===== src/rtl/rtp_pkg.sv =====
// shared types, constants and helpers of the rotation trapezoid profiler
package rtp_pkg;

  // stream widths
  localparam int unsigned IN_TDATA_W  = 96;
  localparam int unsigned OUT_TDATA_W = 32;
  localparam int unsigned OUT_TUSER_W = 2;
  localparam int unsigned CFG_IDX_W   = 3;
  localparam int unsigned CFG_DATA_W  = 24;

  // register indexes
  localparam logic [CFG_IDX_W-1:0] REG_STOP_WINDOW     = 3'd0;
  localparam logic [CFG_IDX_W-1:0] REG_HALF_WHEEL_BASE = 3'd1;
  localparam logic [CFG_IDX_W-1:0] REG_DEFAULT_ACCEL   = 3'd2;
  localparam logic [CFG_IDX_W-1:0] REG_CRUISE_SPEED    = 3'd3;
  localparam logic [CFG_IDX_W-1:0] REG_TICK_PERIOD     = 3'd4;
  localparam logic [CFG_IDX_W-1:0] REG_WHEEL_BIAS      = 3'd5;
  localparam logic [CFG_IDX_W-1:0] REG_SPEED_PER_RPM   = 3'd6;
  localparam logic [CFG_IDX_W-1:0] REG_RPM_LIMIT       = 3'd7;

  // register reset values
  localparam logic [15:0] RST_STOP_WINDOW     = 16'd2048;
  localparam logic [15:0] RST_HALF_WHEEL_BASE = 16'd5120;
  localparam logic [15:0] RST_DEFAULT_ACCEL   = 16'd1000;
  localparam logic [15:0] RST_CRUISE_SPEED    = 16'd200;
  localparam logic [23:0] RST_TICK_PERIOD     = 24'd16777;
  localparam logic [15:0] RST_WHEEL_BIAS      = 16'd0;
  localparam logic [23:0] RST_SPEED_PER_RPM   = 24'd65536;
  localparam logic [14:0] RST_RPM_LIMIT       = 15'd32767;

  // digit-serial multiplier geometry
  localparam int unsigned MUL_AW     = 33;
  localparam int unsigned MUL_BW     = 32;
  localparam int unsigned MUL_DGW    = 4;
  localparam int unsigned MUL_PW     = MUL_AW + MUL_BW;
  localparam int unsigned MUL_DIGITS = MUL_BW / MUL_DGW;
  localparam int unsigned MUL_CW     = $clog2(MUL_DIGITS + 1);

  // bit-serial divider geometry
  localparam int unsigned DIV_DW = 34;
  localparam int unsigned DIV_LW = 32;
  localparam int unsigned DIV_CW = 6;
  localparam logic [DIV_CW-1:0] DIV_BRK_STEPS = 6'd32;
  localparam logic [DIV_CW-1:0] DIV_RPM_STEPS = 6'd16;

  localparam logic [31:0] SPEED_MAX = 32'hFFFF_FFFF;

  // |rpm| * speed_per_rpm at or below this means 10 * x < 2^20
  localparam logic [MUL_PW-1:0] STOP_LIMIT = 65'd104857;

  typedef struct packed {
    logic [15:0] stop_window;
    logic [15:0] half_wheel_base;
    logic [15:0] default_accel;
    logic [15:0] cruise_speed;
    logic [23:0] tick_period;
    logic [15:0] wheel_bias;
    logic [23:0] speed_per_rpm;
    logic [14:0] rpm_limit;
  } cfg_t;

  typedef struct packed {
    logic              go;
    logic [MUL_AW-1:0] a;
    logic [MUL_BW-1:0] b;
  } mul_req_t;

  typedef struct packed {
    logic              done;
    logic [MUL_PW-1:0] p;
  } mul_rsp_t;

  typedef struct packed {
    logic              go;
    logic [DIV_DW-1:0] hi;
    logic [DIV_LW-1:0] lo;
    logic [DIV_DW-1:0] d;
    logic [DIV_CW-1:0] steps;
  } div_req_t;

  typedef struct packed {
    logic              done;
    logic [DIV_LW-1:0] q;
  } div_rsp_t;

  typedef enum logic [3:0] {
    S_IDLE,
    S_ERR,
    S_STOPL,
    S_STOPR,
    S_CS,
    S_DX,
    S_SQ,
    S_BRK,
    S_SEL,
    S_DBRK,
    S_DACC,
    S_BL,
    S_DL,
    S_BR,
    S_DR,
    S_EMIT
  } state_t;

  // magnitude of a 16-bit two's complement value
  function automatic logic [15:0] abs16(input logic [15:0] v);
    abs16 = v[15] ? (16'd0 - v) : v;
  endfunction

endpackage


===== src/rtl/rtp_regs.sv =====
// configuration register file of the rotation trapezoid profiler
module rtp_regs (
  input  logic                           clk,
  input  logic                           rst_n,
  input  logic                           wr_en,
  input  logic [rtp_pkg::CFG_IDX_W-1:0]  wr_idx,
  input  logic [rtp_pkg::CFG_DATA_W-1:0] wr_data,
  output rtp_pkg::cfg_t                  cfg
);

  rtp_pkg::cfg_t cfg_r;

  always_ff @(posedge clk) begin
    if (!rst_n) begin
      cfg_r.stop_window     <= rtp_pkg::RST_STOP_WINDOW;
      cfg_r.half_wheel_base <= rtp_pkg::RST_HALF_WHEEL_BASE;
      cfg_r.default_accel   <= rtp_pkg::RST_DEFAULT_ACCEL;
      cfg_r.cruise_speed    <= rtp_pkg::RST_CRUISE_SPEED;
      cfg_r.tick_period     <= rtp_pkg::RST_TICK_PERIOD;
      cfg_r.wheel_bias      <= rtp_pkg::RST_WHEEL_BIAS;
      cfg_r.speed_per_rpm   <= rtp_pkg::RST_SPEED_PER_RPM;
      cfg_r.rpm_limit       <= rtp_pkg::RST_RPM_LIMIT;
    end else if (wr_en) begin
      unique case (wr_idx)
        rtp_pkg::REG_STOP_WINDOW:     cfg_r.stop_window     <= wr_data[15:0];
        rtp_pkg::REG_HALF_WHEEL_BASE: cfg_r.half_wheel_base <= wr_data[15:0];
        rtp_pkg::REG_DEFAULT_ACCEL:   cfg_r.default_accel   <= wr_data[15:0];
        rtp_pkg::REG_CRUISE_SPEED:    cfg_r.cruise_speed    <= wr_data[15:0];
        rtp_pkg::REG_TICK_PERIOD:     cfg_r.tick_period     <= wr_data[23:0];
        rtp_pkg::REG_WHEEL_BIAS:      cfg_r.wheel_bias      <= wr_data[15:0];
        rtp_pkg::REG_SPEED_PER_RPM:   cfg_r.speed_per_rpm   <= wr_data[23:0];
        rtp_pkg::REG_RPM_LIMIT:       cfg_r.rpm_limit       <= wr_data[14:0];
        default: ;
      endcase
    end
  end

  assign cfg = cfg_r;

endmodule


===== src/rtl/rtp_mul.sv =====
// digit-serial multiplier, one 4-bit digit of the b operand per cycle
module rtp_mul (
  input  logic              clk,
  input  logic              rst_n,
  input  rtp_pkg::mul_req_t req,
  output rtp_pkg::mul_rsp_t rsp
);

  localparam int unsigned SW = rtp_pkg::MUL_AW + rtp_pkg::MUL_DGW;

  logic [rtp_pkg::MUL_PW-1:0] p_r;
  logic [rtp_pkg::MUL_AW-1:0] a_r;
  logic [rtp_pkg::MUL_CW-1:0] cnt_r;
  logic                       busy_r;
  logic                       done_r;
  logic [SW-1:0]              sum;

  // partial product of the low digit added to the upper half
  assign sum = SW'(p_r[rtp_pkg::MUL_PW-1:rtp_pkg::MUL_BW])
             + SW'(a_r) * SW'(p_r[rtp_pkg::MUL_DGW-1:0]);

  always_ff @(posedge clk) begin
    if (req.go) begin
      a_r <= req.a;
      p_r <= {{rtp_pkg::MUL_AW{1'b0}}, req.b};
    end else if (busy_r) begin
      p_r <= {sum, p_r[rtp_pkg::MUL_BW-1:rtp_pkg::MUL_DGW]};
    end
  end

  always_ff @(posedge clk) begin
    if (!rst_n) begin
      busy_r <= 1'b0;
      done_r <= 1'b0;
      cnt_r  <= '0;
    end else begin
      done_r <= 1'b0;
      if (req.go) begin
        busy_r <= 1'b1;
        cnt_r  <= rtp_pkg::MUL_CW'(rtp_pkg::MUL_DIGITS);
      end else if (busy_r) begin
        cnt_r <= cnt_r - 1'b1;
        if (cnt_r == rtp_pkg::MUL_CW'(1)) begin
          busy_r <= 1'b0;
          done_r <= 1'b1;
        end
      end
    end
  end

  assign rsp.done = done_r;
  assign rsp.p    = p_r;

endmodule


===== src/rtl/rtp_div.sv =====
// bit-serial restoring divider, one quotient bit per cycle
module rtp_div (
  input  logic              clk,
  input  logic              rst_n,
  input  rtp_pkg::div_req_t req,
  output rtp_pkg::div_rsp_t rsp
);

  localparam int unsigned DW = rtp_pkg::DIV_DW;
  localparam int unsigned LW = rtp_pkg::DIV_LW;

  logic [DW-1:0]              r_r;
  logic [DW-1:0]              d_r;
  logic [LW-1:0]              l_r;
  logic [LW-1:0]              q_r;
  logic [rtp_pkg::DIV_CW-1:0] cnt_r;
  logic                       busy_r;
  logic                       done_r;
  logic [DW:0]                t;
  logic [DW+1:0]              diff;
  logic                       ge;

  // partial remainder stays below the divisor, so one trial subtract a bit
  assign t    = {r_r, l_r[LW-1]};
  assign diff = {1'b0, t} - {2'b00, d_r};
  assign ge   = !diff[DW+1];

  always_ff @(posedge clk) begin
    if (req.go) begin
      r_r <= req.hi;
      l_r <= req.lo;
      d_r <= req.d;
      q_r <= '0;
    end else if (busy_r) begin
      r_r <= ge ? diff[DW-1:0] : t[DW-1:0];
      l_r <= {l_r[LW-2:0], 1'b0};
      q_r <= {q_r[LW-2:0], ge};
    end
  end

  always_ff @(posedge clk) begin
    if (!rst_n) begin
      busy_r <= 1'b0;
      done_r <= 1'b0;
      cnt_r  <= '0;
    end else begin
      done_r <= 1'b0;
      if (req.go) begin
        busy_r <= 1'b1;
        cnt_r  <= req.steps;
      end else if (busy_r) begin
        cnt_r <= cnt_r - 1'b1;
        if (cnt_r == rtp_pkg::DIV_CW'(1)) begin
          busy_r <= 1'b0;
          done_r <= 1'b1;
        end
      end
    end
  end

  assign rsp.done = done_r;
  assign rsp.q    = q_r;

endmodule


===== src/rtl/rotation_trapezoid_profiler.sv =====
// top level of the rotation trapezoid profiler: sequencer and datapath
// Speed setpoint generator for turning a two-wheel drive in place. A start item (tuser 0)
// latches target heading = heading + turn_angle and returns an all-zero result. A tick item
// (tuser 1) compares the target with the measured heading: inside the stop window it commands
// zero and flags turn_done once both measured wheels are below 0.1 mm/s; outside it ramps the
// present speed toward the cruise speed, or brakes at v^2/(2*arc) when that exceeds the
// default deceleration, applies the wheel bias, converts to Q11.4 RPM, clamps to rpm_limit
// and drives the two wheels in opposite directions. Every item gives exactly one result.
// One item is worked on at a time; the result register lets the next item in while the
// last result still waits. A moving tick runs up to six products on the one shared
// multiplier (one 4-bit digit per cycle) and its divisions on the shared bit-serial
// divider (one quotient bit per cycle: 32 bits for the braking term, 16 per wheel for
// the RPM conversion).
module rotation_trapezoid_profiler (
  input  logic                            clk,
  input  logic                            rst_n,
  // input stream
  input  logic                            in_tvalid,
  output logic                            in_tready,
  // heading[23:0], turn_angle[47:24], measured_left_rpm[63:48],
  // measured_right_rpm[79:64], current_left_setpoint[95:80]
  input  logic [rtp_pkg::IN_TDATA_W-1:0]  in_tdata,
  // op[0]
  input  logic                            in_tuser,
  // result stream
  output logic                            out_tvalid,
  input  logic                            out_tready,
  // left_command[15:0], right_command[31:16]
  output logic [rtp_pkg::OUT_TDATA_W-1:0] out_tdata,
  // command_valid[0], turn_done[1]
  output logic [rtp_pkg::OUT_TUSER_W-1:0] out_tuser,
  // configuration write channel
  input  logic                            cfg_valid,
  output logic                            cfg_ready,
  input  logic [rtp_pkg::CFG_IDX_W-1:0]   cfg_index,
  input  logic [rtp_pkg::CFG_DATA_W-1:0]  cfg_data
);

  rtp_pkg::cfg_t     cfg;
  rtp_pkg::mul_req_t mul_req;
  rtp_pkg::mul_rsp_t mul_rsp;
  rtp_pkg::div_req_t div_req;
  rtp_pkg::div_rsp_t div_rsp;
  rtp_pkg::state_t   state_r, state_nxt;

  // config writes are always taken
  assign cfg_ready = 1'b1;

  rtp_regs u_regs (
    .clk     (clk),
    .rst_n   (rst_n),
    .wr_en   (cfg_valid),
    .wr_idx  (cfg_index),
    .wr_data (cfg_data),
    .cfg     (cfg)
  );

  rtp_mul u_mul (
    .clk   (clk),
    .rst_n (rst_n),
    .req   (mul_req),
    .rsp   (mul_rsp)
  );

  rtp_div u_div (
    .clk   (clk),
    .rst_n (rst_n),
    .req   (div_req),
    .rsp   (div_rsp)
  );

  // latched input item
  logic        op_r;
  logic [23:0] head_r;
  logic [23:0] turn_r;
  logic [15:0] mlr_r;
  logic [15:0] mrr_r;
  logic [15:0] cls_r;

  // turn state
  logic [23:0] tgt_r;
  logic        tpos_r;

  // working values of a tick
  logic [24:0] aerr_r;
  logic        stop_l_r;
  logic [31:0] cs_r;
  logic [33:0] d2_r;
  logic [31:0] brk_r;
  logic [32:0] spd_mag_r;
  logic        spd_neg_r;
  logic [33:0] mag_r;
  logic [14:0] rl_r;
  logic        pend_r;

  // pending result and output register
  logic [15:0] res_left_r;
  logic [15:0] res_right_r;
  logic [1:0]  res_user_r;
  logic        out_tvalid_r;
  logic [rtp_pkg::OUT_TDATA_W-1:0] out_tdata_r;
  logic [rtp_pkg::OUT_TUSER_W-1:0] out_tuser_r;

  logic        in_xfer;
  logic        emit_ok;
  logic        mul_fin;
  logic        div_fin;

  logic [24:0] err;
  logic [24:0] aerr;
  logic        epos;
  logic        in_window;
  logic        stopped;
  logic [31:0] cs_val;
  logic        brk_sat;
  logic [31:0] brk_val;
  logic [31:0] acc16;
  logic [31:0] cru16;
  logic [33:0] brk_diff;
  logic [33:0] brk_mag;
  logic [32:0] acc_sum;
  logic [15:0] bias16;
  logic [16:0] fact_l;
  logic [16:0] fact_r;
  logic [21:0] rpm_hi;
  logic        rpm_zero;
  logic        rpm_sat;
  logic        rpm_skip;
  logic [15:0] rpm_q;
  logic [14:0] rpm_div;
  logic [14:0] rpm_val;
  logic        lneg;
  logic        rneg;
  logic [15:0] left_cmd;
  logic [15:0] right_cmd;

  assign in_xfer = in_tvalid && in_tready;
  assign emit_ok = !out_tvalid_r || out_tready;
  assign mul_fin = pend_r && mul_rsp.done;
  assign div_fin = pend_r && div_rsp.done;

  // heading error and stop window
  assign err       = {tgt_r[23], tgt_r} - {head_r[23], head_r};
  assign aerr      = err[24] ? (25'd0 - err) : err;
  assign epos      = !err[24] && (err != 25'd0);
  assign in_window = aerr <= {9'd0, cfg.stop_window};

  // wheel stopped test on |rpm| * speed_per_rpm
  assign stopped = mul_rsp.p <= rtp_pkg::STOP_LIMIT;

  // present speed in Q16.16, saturated
  assign cs_val = (|mul_rsp.p[rtp_pkg::MUL_PW-1:36]) ? rtp_pkg::SPEED_MAX : mul_rsp.p[35:4];

  // braking term: quotient beyond 32 bits saturates, zero arc lands here too
  assign brk_sat = {2'b00, mul_rsp.p[63:32]} >= d2_r;
  assign brk_val = brk_sat ? rtp_pkg::SPEED_MAX : div_rsp.q;

  assign acc16 = {cfg.default_accel, 16'd0};
  assign cru16 = {cfg.cruise_speed, 16'd0};

  // speed after braking may go negative (wheels reverse)
  assign brk_diff = {2'b00, cs_r} - {2'b00, mul_rsp.p[55:24]};
  assign brk_mag  = brk_diff[33] ? (34'd0 - brk_diff) : brk_diff;
  assign acc_sum  = {1'b0, cs_r} + {1'b0, mul_rsp.p[39:8]};

  // bias factors 1 - b and 1 + b in Q.15
  assign bias16 = {~cfg.wheel_bias[15], cfg.wheel_bias[14:0]};
  assign fact_l = 17'h10000 - {1'b0, bias16};
  assign fact_r = {1'b0, bias16};

  // rpm conversion: (mag << 4) / speed_per_rpm, clamped
  assign rpm_hi   = mag_r[33:12];
  assign rpm_zero = mag_r == 34'd0;
  assign rpm_sat  = {2'b00, rpm_hi} >= cfg.speed_per_rpm;
  assign rpm_skip = rpm_zero || rpm_sat;
  assign rpm_q    = div_rsp.q[15:0];
  assign rpm_div  = (rpm_q > {1'b0, cfg.rpm_limit}) ? cfg.rpm_limit : rpm_q[14:0];
  assign rpm_val  = rpm_zero ? 15'd0 : (rpm_sat ? cfg.rpm_limit : rpm_div);

  // direction: the wheel on the turn side runs backward
  assign lneg      = spd_neg_r ^ tpos_r;
  assign rneg      = spd_neg_r ^ !tpos_r;
  assign left_cmd  = lneg ? (16'd0 - {1'b0, rl_r}) : {1'b0, rl_r};
  assign right_cmd = rneg ? (16'd0 - {1'b0, rpm_val}) : {1'b0, rpm_val};

  // state register
  always_ff @(posedge clk) begin
    if (!rst_n) begin
      state_r <= rtp_pkg::S_IDLE;
    end else begin
      state_r <= state_nxt;
    end
  end

  // next state
  always_comb begin
    state_nxt = state_r;
    unique case (state_r)
      rtp_pkg::S_IDLE: begin
        if (in_xfer) state_nxt = rtp_pkg::S_ERR;
      end
      rtp_pkg::S_ERR: begin
        if (!op_r) state_nxt = rtp_pkg::S_EMIT;
        else if (in_window) state_nxt = rtp_pkg::S_STOPL;
        else state_nxt = rtp_pkg::S_CS;
      end
      rtp_pkg::S_STOPL: begin
        if (mul_fin) state_nxt = rtp_pkg::S_STOPR;
      end
      rtp_pkg::S_STOPR: begin
        if (mul_fin) state_nxt = rtp_pkg::S_EMIT;
      end
      rtp_pkg::S_CS: begin
        if (mul_fin) state_nxt = rtp_pkg::S_DX;
      end
      rtp_pkg::S_DX: begin
        if (mul_fin) state_nxt = rtp_pkg::S_SQ;
      end
      rtp_pkg::S_SQ: begin
        if (!pend_r && cs_r == 32'd0) state_nxt = rtp_pkg::S_SEL;
        else if (mul_fin) state_nxt = rtp_pkg::S_BRK;
      end
      rtp_pkg::S_BRK: begin
        if ((!pend_r && brk_sat) || div_fin) state_nxt = rtp_pkg::S_SEL;
      end
      rtp_pkg::S_SEL: begin
        if (brk_r > acc16) state_nxt = rtp_pkg::S_DBRK;
        else if (cs_r < cru16) state_nxt = rtp_pkg::S_DACC;
        else state_nxt = rtp_pkg::S_BL;
      end
      rtp_pkg::S_DBRK: begin
        if (mul_fin) state_nxt = rtp_pkg::S_BL;
      end
      rtp_pkg::S_DACC: begin
        if (mul_fin) state_nxt = rtp_pkg::S_BL;
      end
      rtp_pkg::S_BL: begin
        if (mul_fin) state_nxt = rtp_pkg::S_DL;
      end
      rtp_pkg::S_DL: begin
        if ((!pend_r && rpm_skip) || div_fin) state_nxt = rtp_pkg::S_BR;
      end
      rtp_pkg::S_BR: begin
        if (mul_fin) state_nxt = rtp_pkg::S_DR;
      end
      rtp_pkg::S_DR: begin
        if ((!pend_r && rpm_skip) || div_fin) state_nxt = rtp_pkg::S_EMIT;
      end
      rtp_pkg::S_EMIT: begin
        if (emit_ok) state_nxt = rtp_pkg::S_IDLE;
      end
      default: state_nxt = rtp_pkg::S_IDLE;
    endcase
  end

  // unit requests and handshake outputs
  always_comb begin
    in_tready     = state_r == rtp_pkg::S_IDLE;
    mul_req       = '0;
    div_req       = '0;
    unique case (state_r) inside
      rtp_pkg::S_STOPL: begin
        mul_req.go = !pend_r;
        mul_req.a  = rtp_pkg::MUL_AW'(rtp_pkg::abs16(mlr_r));
        mul_req.b  = rtp_pkg::MUL_BW'(cfg.speed_per_rpm);
      end
      rtp_pkg::S_STOPR: begin
        mul_req.go = !pend_r;
        mul_req.a  = rtp_pkg::MUL_AW'(rtp_pkg::abs16(mrr_r));
        mul_req.b  = rtp_pkg::MUL_BW'(cfg.speed_per_rpm);
      end
      rtp_pkg::S_CS: begin
        mul_req.go = !pend_r;
        mul_req.a  = rtp_pkg::MUL_AW'(rtp_pkg::abs16(cls_r));
        mul_req.b  = rtp_pkg::MUL_BW'(cfg.speed_per_rpm);
      end
      rtp_pkg::S_DX: begin
        mul_req.go = !pend_r;
        mul_req.a  = rtp_pkg::MUL_AW'(aerr_r);
        mul_req.b  = rtp_pkg::MUL_BW'(cfg.half_wheel_base);
      end
      rtp_pkg::S_SQ: begin
        mul_req.go = !pend_r && (cs_r != 32'd0);
        mul_req.a  = rtp_pkg::MUL_AW'(cs_r);
        mul_req.b  = cs_r;
      end
      rtp_pkg::S_BRK: begin
        div_req.go    = !pend_r && !brk_sat;
        div_req.hi    = {2'b00, mul_rsp.p[63:32]};
        div_req.lo    = mul_rsp.p[31:0];
        div_req.d     = d2_r;
        div_req.steps = rtp_pkg::DIV_BRK_STEPS;
      end
      rtp_pkg::S_DBRK: begin
        mul_req.go = !pend_r;
        mul_req.a  = rtp_pkg::MUL_AW'(brk_r);
        mul_req.b  = rtp_pkg::MUL_BW'(cfg.tick_period);
      end
      rtp_pkg::S_DACC: begin
        mul_req.go = !pend_r;
        mul_req.a  = rtp_pkg::MUL_AW'(cfg.default_accel);
        mul_req.b  = rtp_pkg::MUL_BW'(cfg.tick_period);
      end
      rtp_pkg::S_BL: begin
        mul_req.go = !pend_r;
        mul_req.a  = spd_mag_r;
        mul_req.b  = rtp_pkg::MUL_BW'(fact_l);
      end
      rtp_pkg::S_BR: begin
        mul_req.go = !pend_r;
        mul_req.a  = spd_mag_r;
        mul_req.b  = rtp_pkg::MUL_BW'(fact_r);
      end
      rtp_pkg::S_DL, rtp_pkg::S_DR: begin
        div_req.go    = !pend_r && !rpm_skip;
        div_req.hi    = rtp_pkg::DIV_DW'(rpm_hi);
        div_req.lo    = {mag_r[11:0], 4'd0, 16'd0};
        div_req.d     = rtp_pkg::DIV_DW'(cfg.speed_per_rpm);
        div_req.steps = rtp_pkg::DIV_RPM_STEPS;
      end
      default: ;
    endcase
  end

  // input item capture
  always_ff @(posedge clk) begin
    if (in_xfer) begin
      op_r   <= in_tuser;
      head_r <= in_tdata[23:0];
      turn_r <= in_tdata[47:24];
      mlr_r  <= in_tdata[63:48];
      mrr_r  <= in_tdata[79:64];
      cls_r  <= in_tdata[95:80];
    end
  end

  // turn state, unit bookkeeping and output valid
  always_ff @(posedge clk) begin
    if (!rst_n) begin
      tgt_r        <= 24'd0;
      tpos_r       <= 1'b0;
      pend_r       <= 1'b0;
      out_tvalid_r <= 1'b0;
    end else begin
      if (state_r == rtp_pkg::S_ERR) begin
        if (!op_r) begin
          tgt_r  <= head_r + turn_r;
          tpos_r <= !turn_r[23] && (turn_r != 24'd0);
        end else if (!in_window) begin
          tpos_r <= epos;
        end
      end
      if (mul_req.go || div_req.go) pend_r <= 1'b1;
      else if (mul_fin || div_fin) pend_r <= 1'b0;
      if (state_r == rtp_pkg::S_EMIT && emit_ok) out_tvalid_r <= 1'b1;
      else if (out_tready) out_tvalid_r <= 1'b0;
    end
  end

  // tick datapath
  always_ff @(posedge clk) begin
    unique case (state_r) inside
      rtp_pkg::S_ERR: begin
        aerr_r <= aerr;
        if (!op_r) begin
          res_left_r  <= 16'd0;
          res_right_r <= 16'd0;
          res_user_r  <= 2'b00;
        end
      end
      rtp_pkg::S_STOPL: begin
        if (mul_fin) stop_l_r <= stopped;
      end
      rtp_pkg::S_STOPR: begin
        if (mul_fin) begin
          res_left_r  <= 16'd0;
          res_right_r <= 16'd0;
          res_user_r  <= {stop_l_r && stopped, 1'b1};
        end
      end
      rtp_pkg::S_CS: begin
        if (mul_fin) cs_r <= cs_val;
      end
      rtp_pkg::S_DX: begin
        if (mul_fin) d2_r <= {mul_rsp.p[40:8], 1'b0};
      end
      rtp_pkg::S_SQ: begin
        if (!pend_r && cs_r == 32'd0) brk_r <= 32'd0;
      end
      rtp_pkg::S_BRK: begin
        if ((!pend_r && brk_sat) || div_fin) brk_r <= brk_val;
      end
      rtp_pkg::S_SEL: begin
        // cruising: speed held
        spd_mag_r <= {1'b0, cs_r};
        spd_neg_r <= 1'b0;
      end
      rtp_pkg::S_DBRK: begin
        if (mul_fin) begin
          spd_mag_r <= brk_mag[32:0];
          spd_neg_r <= brk_diff[33];
        end
      end
      rtp_pkg::S_DACC: begin
        if (mul_fin) begin
          spd_mag_r <= acc_sum;
          spd_neg_r <= 1'b0;
        end
      end
      rtp_pkg::S_BL, rtp_pkg::S_BR: begin
        if (mul_fin) mag_r <= mul_rsp.p[48:15];
      end
      rtp_pkg::S_DL: begin
        if ((!pend_r && rpm_skip) || div_fin) rl_r <= rpm_val;
      end
      rtp_pkg::S_DR: begin
        if ((!pend_r && rpm_skip) || div_fin) begin
          res_left_r  <= left_cmd;
          res_right_r <= right_cmd;
          res_user_r  <= 2'b01;
        end
      end
      rtp_pkg::S_EMIT: begin
        if (emit_ok) begin
          out_tdata_r <= {res_right_r, res_left_r};
          out_tuser_r <= res_user_r;
        end
      end
      default: ;
    endcase
  end

  assign out_tvalid = out_tvalid_r;
  assign out_tdata  = out_tdata_r;
  assign out_tuser  = out_tuser_r;

endmodule


===== config.mk =====
export PLATFORM = sky130hd
export DESIGN_NAME = rotation_trapezoid_profiler
export DESIGN_NICKNAME = d
export VERILOG_FILES = /design/src/rtl/rtp_pkg.sv /design/src/rtl/rtp_regs.sv /design/src/rtl/rtp_mul.sv /design/src/rtl/rtp_div.sv /design/src/rtl/rotation_trapezoid_profiler.sv
export SDC_FILE = /design/constraint.sdc
export NUM_CORES = 2
export LEC_CHECK = 0
export BUFFER_PORTS_ARGS = -buffer_cell sky130_fd_sc_hd__buf_2
export CORE_MARGIN = 1
export CORE_UTILIZATION = 34
export DETAILED_ROUTE_END_ITERATION = 12
export PLACE_DENSITY = 0.56
export SYNTH_ARGS = -nofsm -noshare
export SYNTH_HDL_FRONTEND = slang
export SYNTH_SLANG_ARGS = --single-unit
export TNS_END_PERCENT = 5

===== constraint.sdc =====
create_clock -name clk -period 15.88 [get_ports clk]
set_input_delay 0.794 -clock clk [delete_from_list [all_inputs] [get_ports clk]]
set_output_delay 0.794 -clock clk [all_outputs]
set_load 0.01 [all_outputs]

# Word-level counts from Yosys, hierarchy flattened
# Cells that the tools add are included.
# classes
addsub	16
n_mul	1
n_lt_le_gt_ge	7
n_eq_ne	42
n_mux	76
bitwise	7
reduce_logical	68
# op_table
op	n
$pmux 66 s9	1
$mux 32	7
$pmux 107 s2	1
$mux 16	9
$mux 34	3
$mux 33	3
$pmux 33 s3	1
$pmux 16 s3	2
$mux 4	18
$le 65x17->1 const B	1
$pmux 32 s2	1
$pmux 4 s15	1
$sub 1x16->16 const A	3
$mux 15	3
$add 33x37->37	1
$mul 33x4->37	1
$sub 35x34->36	1
$ge 32x34->1	1
$logic_not 34->1	1
$add 32x32->33	1
$sub 1x33->33 const A	1
$sub 32x32->33	1
$eq 4x4->1 const B	8
$gt 32x32->1	1
other kinds (48)	146
# totals
reg_bits	789
input_bits	129
output_inout_bits	37
wordCells	264

# Longest topological paths before layout
# logic_depth
word_depth	8
depth_mapped	27
mapped_depth_nobuf	25

# Modules after synthesis
# From an unflattened synthesis, not the netlist that was laid out.
# hier_totals
hier_cells	5353
hier_area_um2	51712.1
# by_module_without_submodules
module	n_inst	cells_per_inst	area_each_um2	seq_area_each_um2
rotation_trapezoid_profiler	1	3239	29712.2	11761.3
rtp_mul	1	904	9088.7	2732.6
rtp_div	1	689	7497.2	3803.6
rtp_regs	1	521	5413.9	2862.7

# Least setup slack after synthesis
# Ideal clock, no wire load.
# synth_path
path_type	register -> register
startpoint	reg head_r[0]
endpoint	reg state_r[2]
setup_ps	120
t_arrival_ps	5276
required_ps	15760
slack_ps	10484
stages_incl_launch_ff	27
path_buffers	2
synth_period_minus_slack_ps	5396
path_cell_list	edfxtp_1 ha_1 fa_1 nand2b_1 a21o_1 a31oi_4 o31ai_1 o211ai_1 a21o_1 clkbuf_1 buf_1 nor2_1 a21oi_1 ha_1 nor2b_1 o21a_1 o21a_1 o21ai_0 a21oi_1 a211oi_1 o21ai_0 a21oi_1 nor3_1 a2111o_1 nor4_4 a21oi_2 o31a_1
# synth_between
elab_chain_len	7
# synth_rtl
item	line_no	rtl
from (decl)	rotation_trapezoid_profiler.sv:74	logic [23:0] head_r;
from (signal assigned)	rotation_trapezoid_profiler.sv:329	head_r <= in_tdata[23:0];
$sub 24x24->25 *	rotation_trapezoid_profiler.sv:143	assign err = {tgt_r[23], tgt_r} - {head_r[23], head_r};
$sub 1x25->25	rotation_trapezoid_profiler.sv:144	assign aerr = err[24] ? (25'd0 - err) : err;
$mux 25 *	rotation_trapezoid_profiler.sv:144	
named net aerr[1]	rotation_trapezoid_profiler.sv:110	logic [24:0] aerr;
$le 25x16->1 *	rotation_trapezoid_profiler.sv:146	assign in_window = aerr <= {9'd0, cfg.stop_window};
$mux 3 *	rotation_trapezoid_profiler.sv:204	else if (in_window) state_nxt = rtp_pkg::S_STOPL;
$mux 4 *	rotation_trapezoid_profiler.sv:203	if (!op_r) state_nxt = rtp_pkg::S_EMIT;
$pmux 4 s15 *	rotation_trapezoid_profiler.sv:198	unique case (state_r)
to (signal assigned)	rotation_trapezoid_profiler.sv:189	state_r <= rtp_pkg::S_IDLE;
to (signal assigned)	rotation_trapezoid_profiler.sv:191	state_r <= state_nxt;
to (decl)	rotation_trapezoid_profiler.sv:44	rtp_pkg::state_t state_r, state_nxt;
# Mark *: on every way through the listed nets, which the timed path passes. The rest lies on a longest branch.
# A chain may end at the register's enable or synchronous reset.

# Worst setup path in the final report
# layout_path
startpoint	reg u_mul.p_r[3] (netlist bit)
endpoint	reg u_mul.p_r[59] (netlist bit)
# layout_between
elab_chain_len	2
# layout_rtl
item	line_no	rtl
from (decl)	rtp_mul.sv:11	logic [rtp_pkg::MUL_PW-1:0] p_r;
from (signal assigned)	rtp_mul.sv:25	p_r <= {{rtp_pkg::MUL_AW{1'b0}}, req.b};
from (signal assigned)	rtp_mul.sv:27	p_r <= {sum, p_r[rtp_pkg::MUL_BW-1:rtp_pkg::MUL_DGW]};
$mul 33x4->37	rtp_mul.sv:20	+ SW'(a_r) * SW'(p_r[rtp_pkg::MUL_DGW-1:0]);
$add 33x37->37	rtp_mul.sv:20	
# Every way passes these cells.

==> flow_summary.ini <==
[status]
status = complete, no violations

[grt]
grtUsageMet2_pct = 37.9
use_met3_pct = 3.17
track_usage_pct = 23.0
grt_max_degree = 84
met1_usage_pct = 29.8
grt-busiest-layer = met2
antenna_found_initial = 13
grt_pass1_wl_um = 250000
grt_overflow = 0
grt_pass1_vias = 38400

[clocking]
clock_path_buffers = 3
cts_tree = yes
numClockSinks = 789
cts_resized = 0
ctsHoldBuffers = 0
path_clk_slew_ns = 0.06
numCtsBuffers = 90
clock_tree.root_cell = clkbuf_16
insertion_delay_ns = 0.72
htreeDepth = 3
cts_setup_buffers = 0

[sta]
rsz0062_at_grt = no
slew_violations = 0
finalCritPeriodShare_pct = 41.0
fmax_ghz = 0.154
setup_violations = 0
worstMarginPinSlew_ns = 1.27
fin_crit_ns = 6.50
fin_skew_ns = 0.0245
slew_headroom_pct = 15.1
hold_viol = 0
fin_setup_tns_ns = 0

[pwr]
ir_drop_v = 0.000160
clkPwrFrac_pct = 20.0
switching_share_pct = 43.4
power_density_nw_per_um2 = 199
seqPwrFrac_pct = 28.5
p_comb_share_pct = 51.4
total_power_uw = 10800
switching_power_uw = 4710
p_int_uw = 6140
leakagePower_uw = 0.0215

[layout]
final_cell_mix = nand2_1 (710), edfxtp_1 (536), nor2_1 (394)
seqCellArea_um2 = 21200
stdcell_count = 7182
final_common_cell = nand2_1
final_cell_area_um2 = 54600
fin_nets = 5755
area.growth.synth_to_final_pct = 12.7
multi_input_area_um2 = 25100
drive_gt1_share_pct = 8.84
final.fill_count = 14100

[routing]
ant_nets = 0
wl_per_cell_um = 23.5
via_per_inst = 5.54
drtIter0Drc = 3980
wirelength_um = 169000
firstDrtPassIters = 10
drcViolationCount = 0
dr_total_vias = 39800

[worst_setup_path]
max_stage_delay_ns = 1.12
critPathMaxFanout = 35
crit_chain = nand2_1 -> fa_1 -> fa_1 -> fa_1 -> inv_1 -> ha_1 -> a21o_1 -> a21oi_1 -> o21bai_1 -> a21oi_1 -> o21ai_0 -> a31o_2 -> a211o_1 -> a31oi_1 -> o21ai_0 -> a211oi_1 -> nor2_1 -> mux2i_1 -> a311o_1
crit_buf_inv = 1
cp_data_arrival_time_ns = 7.11
cp.required_ns = 16.48
cp_common_cell = fa_1
cp.depth = 19
end_kind = register
cp_slowest_cell = edfxtp_1
crit_type = register to register
cpLargestDelayFamily = compound AO/OA/AOI/OAI gates
reg2regPathDepth = 19
start_kind = register

[placement]
dp_cells = 7008
port_buffers = 164
gp_congestion = 0.970
post_dp_cell_area_um2 = 51600
place_hpwl_um = 127000

[yosys]
synth_ff_type = edfxtp_1
synth_edf_count = 536
synthCells = 5091
yosysTopAreaCell = edfxtp_1
yosysTopAreaCellShare_pct = 33.2
ys_warn_count = 0
avgSynthCellArea_um2 = 9.52
synth_cell_types = 87
syn_nets = 5636
synth.area.top_cells = edfxtp_1 (33%), dfxtp_1 (10%), ha_1 (8.2%)
syn_area_um2 = 48500
synth_async_sr_flop_share_pct = 0
ys_ff_latch = 789
ys_seq_area_share_pct = 43.7

[run]
cap_violations = 0

[die]
die_h_um = 380
fp.dieW_um = 380
rows = 138
die_area_um2 = 144000
coreArea_um2 = 141000
start_util_pct = 34.3
ios = 166

[worst_hold_path]
hold_depth = 1
hp-class = input port to register
==> final timing paths <==
kind	slack, ns	endpoint	startpoint
worst max-delay path	9.38	u_mul.p_r[59]	u_mul.p_r[3]
worst min-delay path	0.25	turn_r[14]	in_tdata[38]
worst max register to register	9.38	u_mul.p_r[59]	u_mul.p_r[3]
worst min register to register	0.42	out_tdata[7]	res_left_r[7]
==> Yosys cell counts, types with 10 or more instances <==
cell / n
nand2_1: 712
edfxtp_1: 536
nor2_1: 403
inv_1: 381
a21oi_1: 322
ha_1: 317
dfxtp_1: 253
o21ai_0: 226
clkbuf_1: 189
xnor2_1: 151
a21o_1: 137
nand3_1: 137
xor2_1: 105
fa_1: 99
a22oi_1: 80
nor3_1: 67
mux2i_1: 64
or3_1: 62
and2_1: 56
nor4_1: 54
a222oi_1: 50
nand4_1: 47
o211ai_1: 45
nor2b_1: 39
a211oi_1: 37
nand2b_1: 37
o21a_1: 37
o31ai_1: 35
a31oi_1: 33
a22o_1: 25
a221oi_1: 23
and3_1: 23
buf_1: 23
o21bai_1: 21
or4_1: 18
clkbuf_2: 16
a211o_1: 15
o41ai_1: 15
a41oi_1: 14
o221ai_1: 12
o22ai_1: 12
mux2_2: 11
or2_2: 11
a21boi_0: 10
==> final cells by class <==
| type | instances | share of cell area [%] |
|---|---|---|
| flip-flops and latches | 789 | 38.7 |
| repair buffers | 258 | 2.79 |
| clock buffers | 118 | 4.50 |
| clock inverters | 48 | 1.05 |
| multi-input cells | 3687 | 45.9 |
| diodes | 8 | 0.0366 |
| well taps | 1890 | 4.33 |
| inverters | 384 | 2.65 |
==> state kept, by name (all words and copies together), names as in the netlist, 32 cells and up <==
register,cells
u_regs.cfg,143
u_mul.p_r,65
mag_r,34
u_div.d_r,34
u_div.r_r,34
d2_r,33
spd_mag_r,33
u_mul.a_r,33
brk_r,32
cs_r,32
out_tdata,32
u_div.l_r,32
u_div.q_r,32
==> metal layers <==
metal  part of all wire [%]  vias to the layer above
li1                       -                    18600
met1                     42                    19400
met3                    6.3                      343
met2                     47                     1434
met5                  0.050                        -
met4                    4.7                       12
==> stage by stage <==
step	utilization, %	setup WS (ns)	hold WS [ns]
2_1_floorplan	-	10.48	0.400
3_3_place_gp	36.5	9.48	0.407
3_5_place_dp	36.5	9.44	0.406
4_1_cts	38.6	9.42	0.203
5_1_grt	38.6	8.88	0.232
6_report	38.6	9.38	0.255
==> kinds of logic (layout without fill, tap and decap cells) <==
group	Yosys count	count (layout)	synth area share (%)
AO/OA/AOI/OAI	1228	1228	16.9
multiplexers	75	75	1.58
XOR/XNOR	256	256	4.63
flip-flops	789	789	43.7
adder cells (fa/ha/maj)	416	416	12.3
buffers and inverters	615	808	4.83
other	1	9	0.00774
AND/OR/NAND/NOR	1711	1711	16.1
==> power groups by stage <==
stage | Sequential, µW | Combinational, µW | Clock, µW
2_1_floorplan | 2890 | 4170 | 0
3_3_place_gp | 3130 | 5460 | 0
3_5_place_dp | 3130 | 5510 | 0
4_1_cts | 3090 | 5540 | 2210
5_1_grt | 3120 | 6210 | 2280
6_report | 3090 | 5580 | 2170
Power figures use the tool's default switching activity.
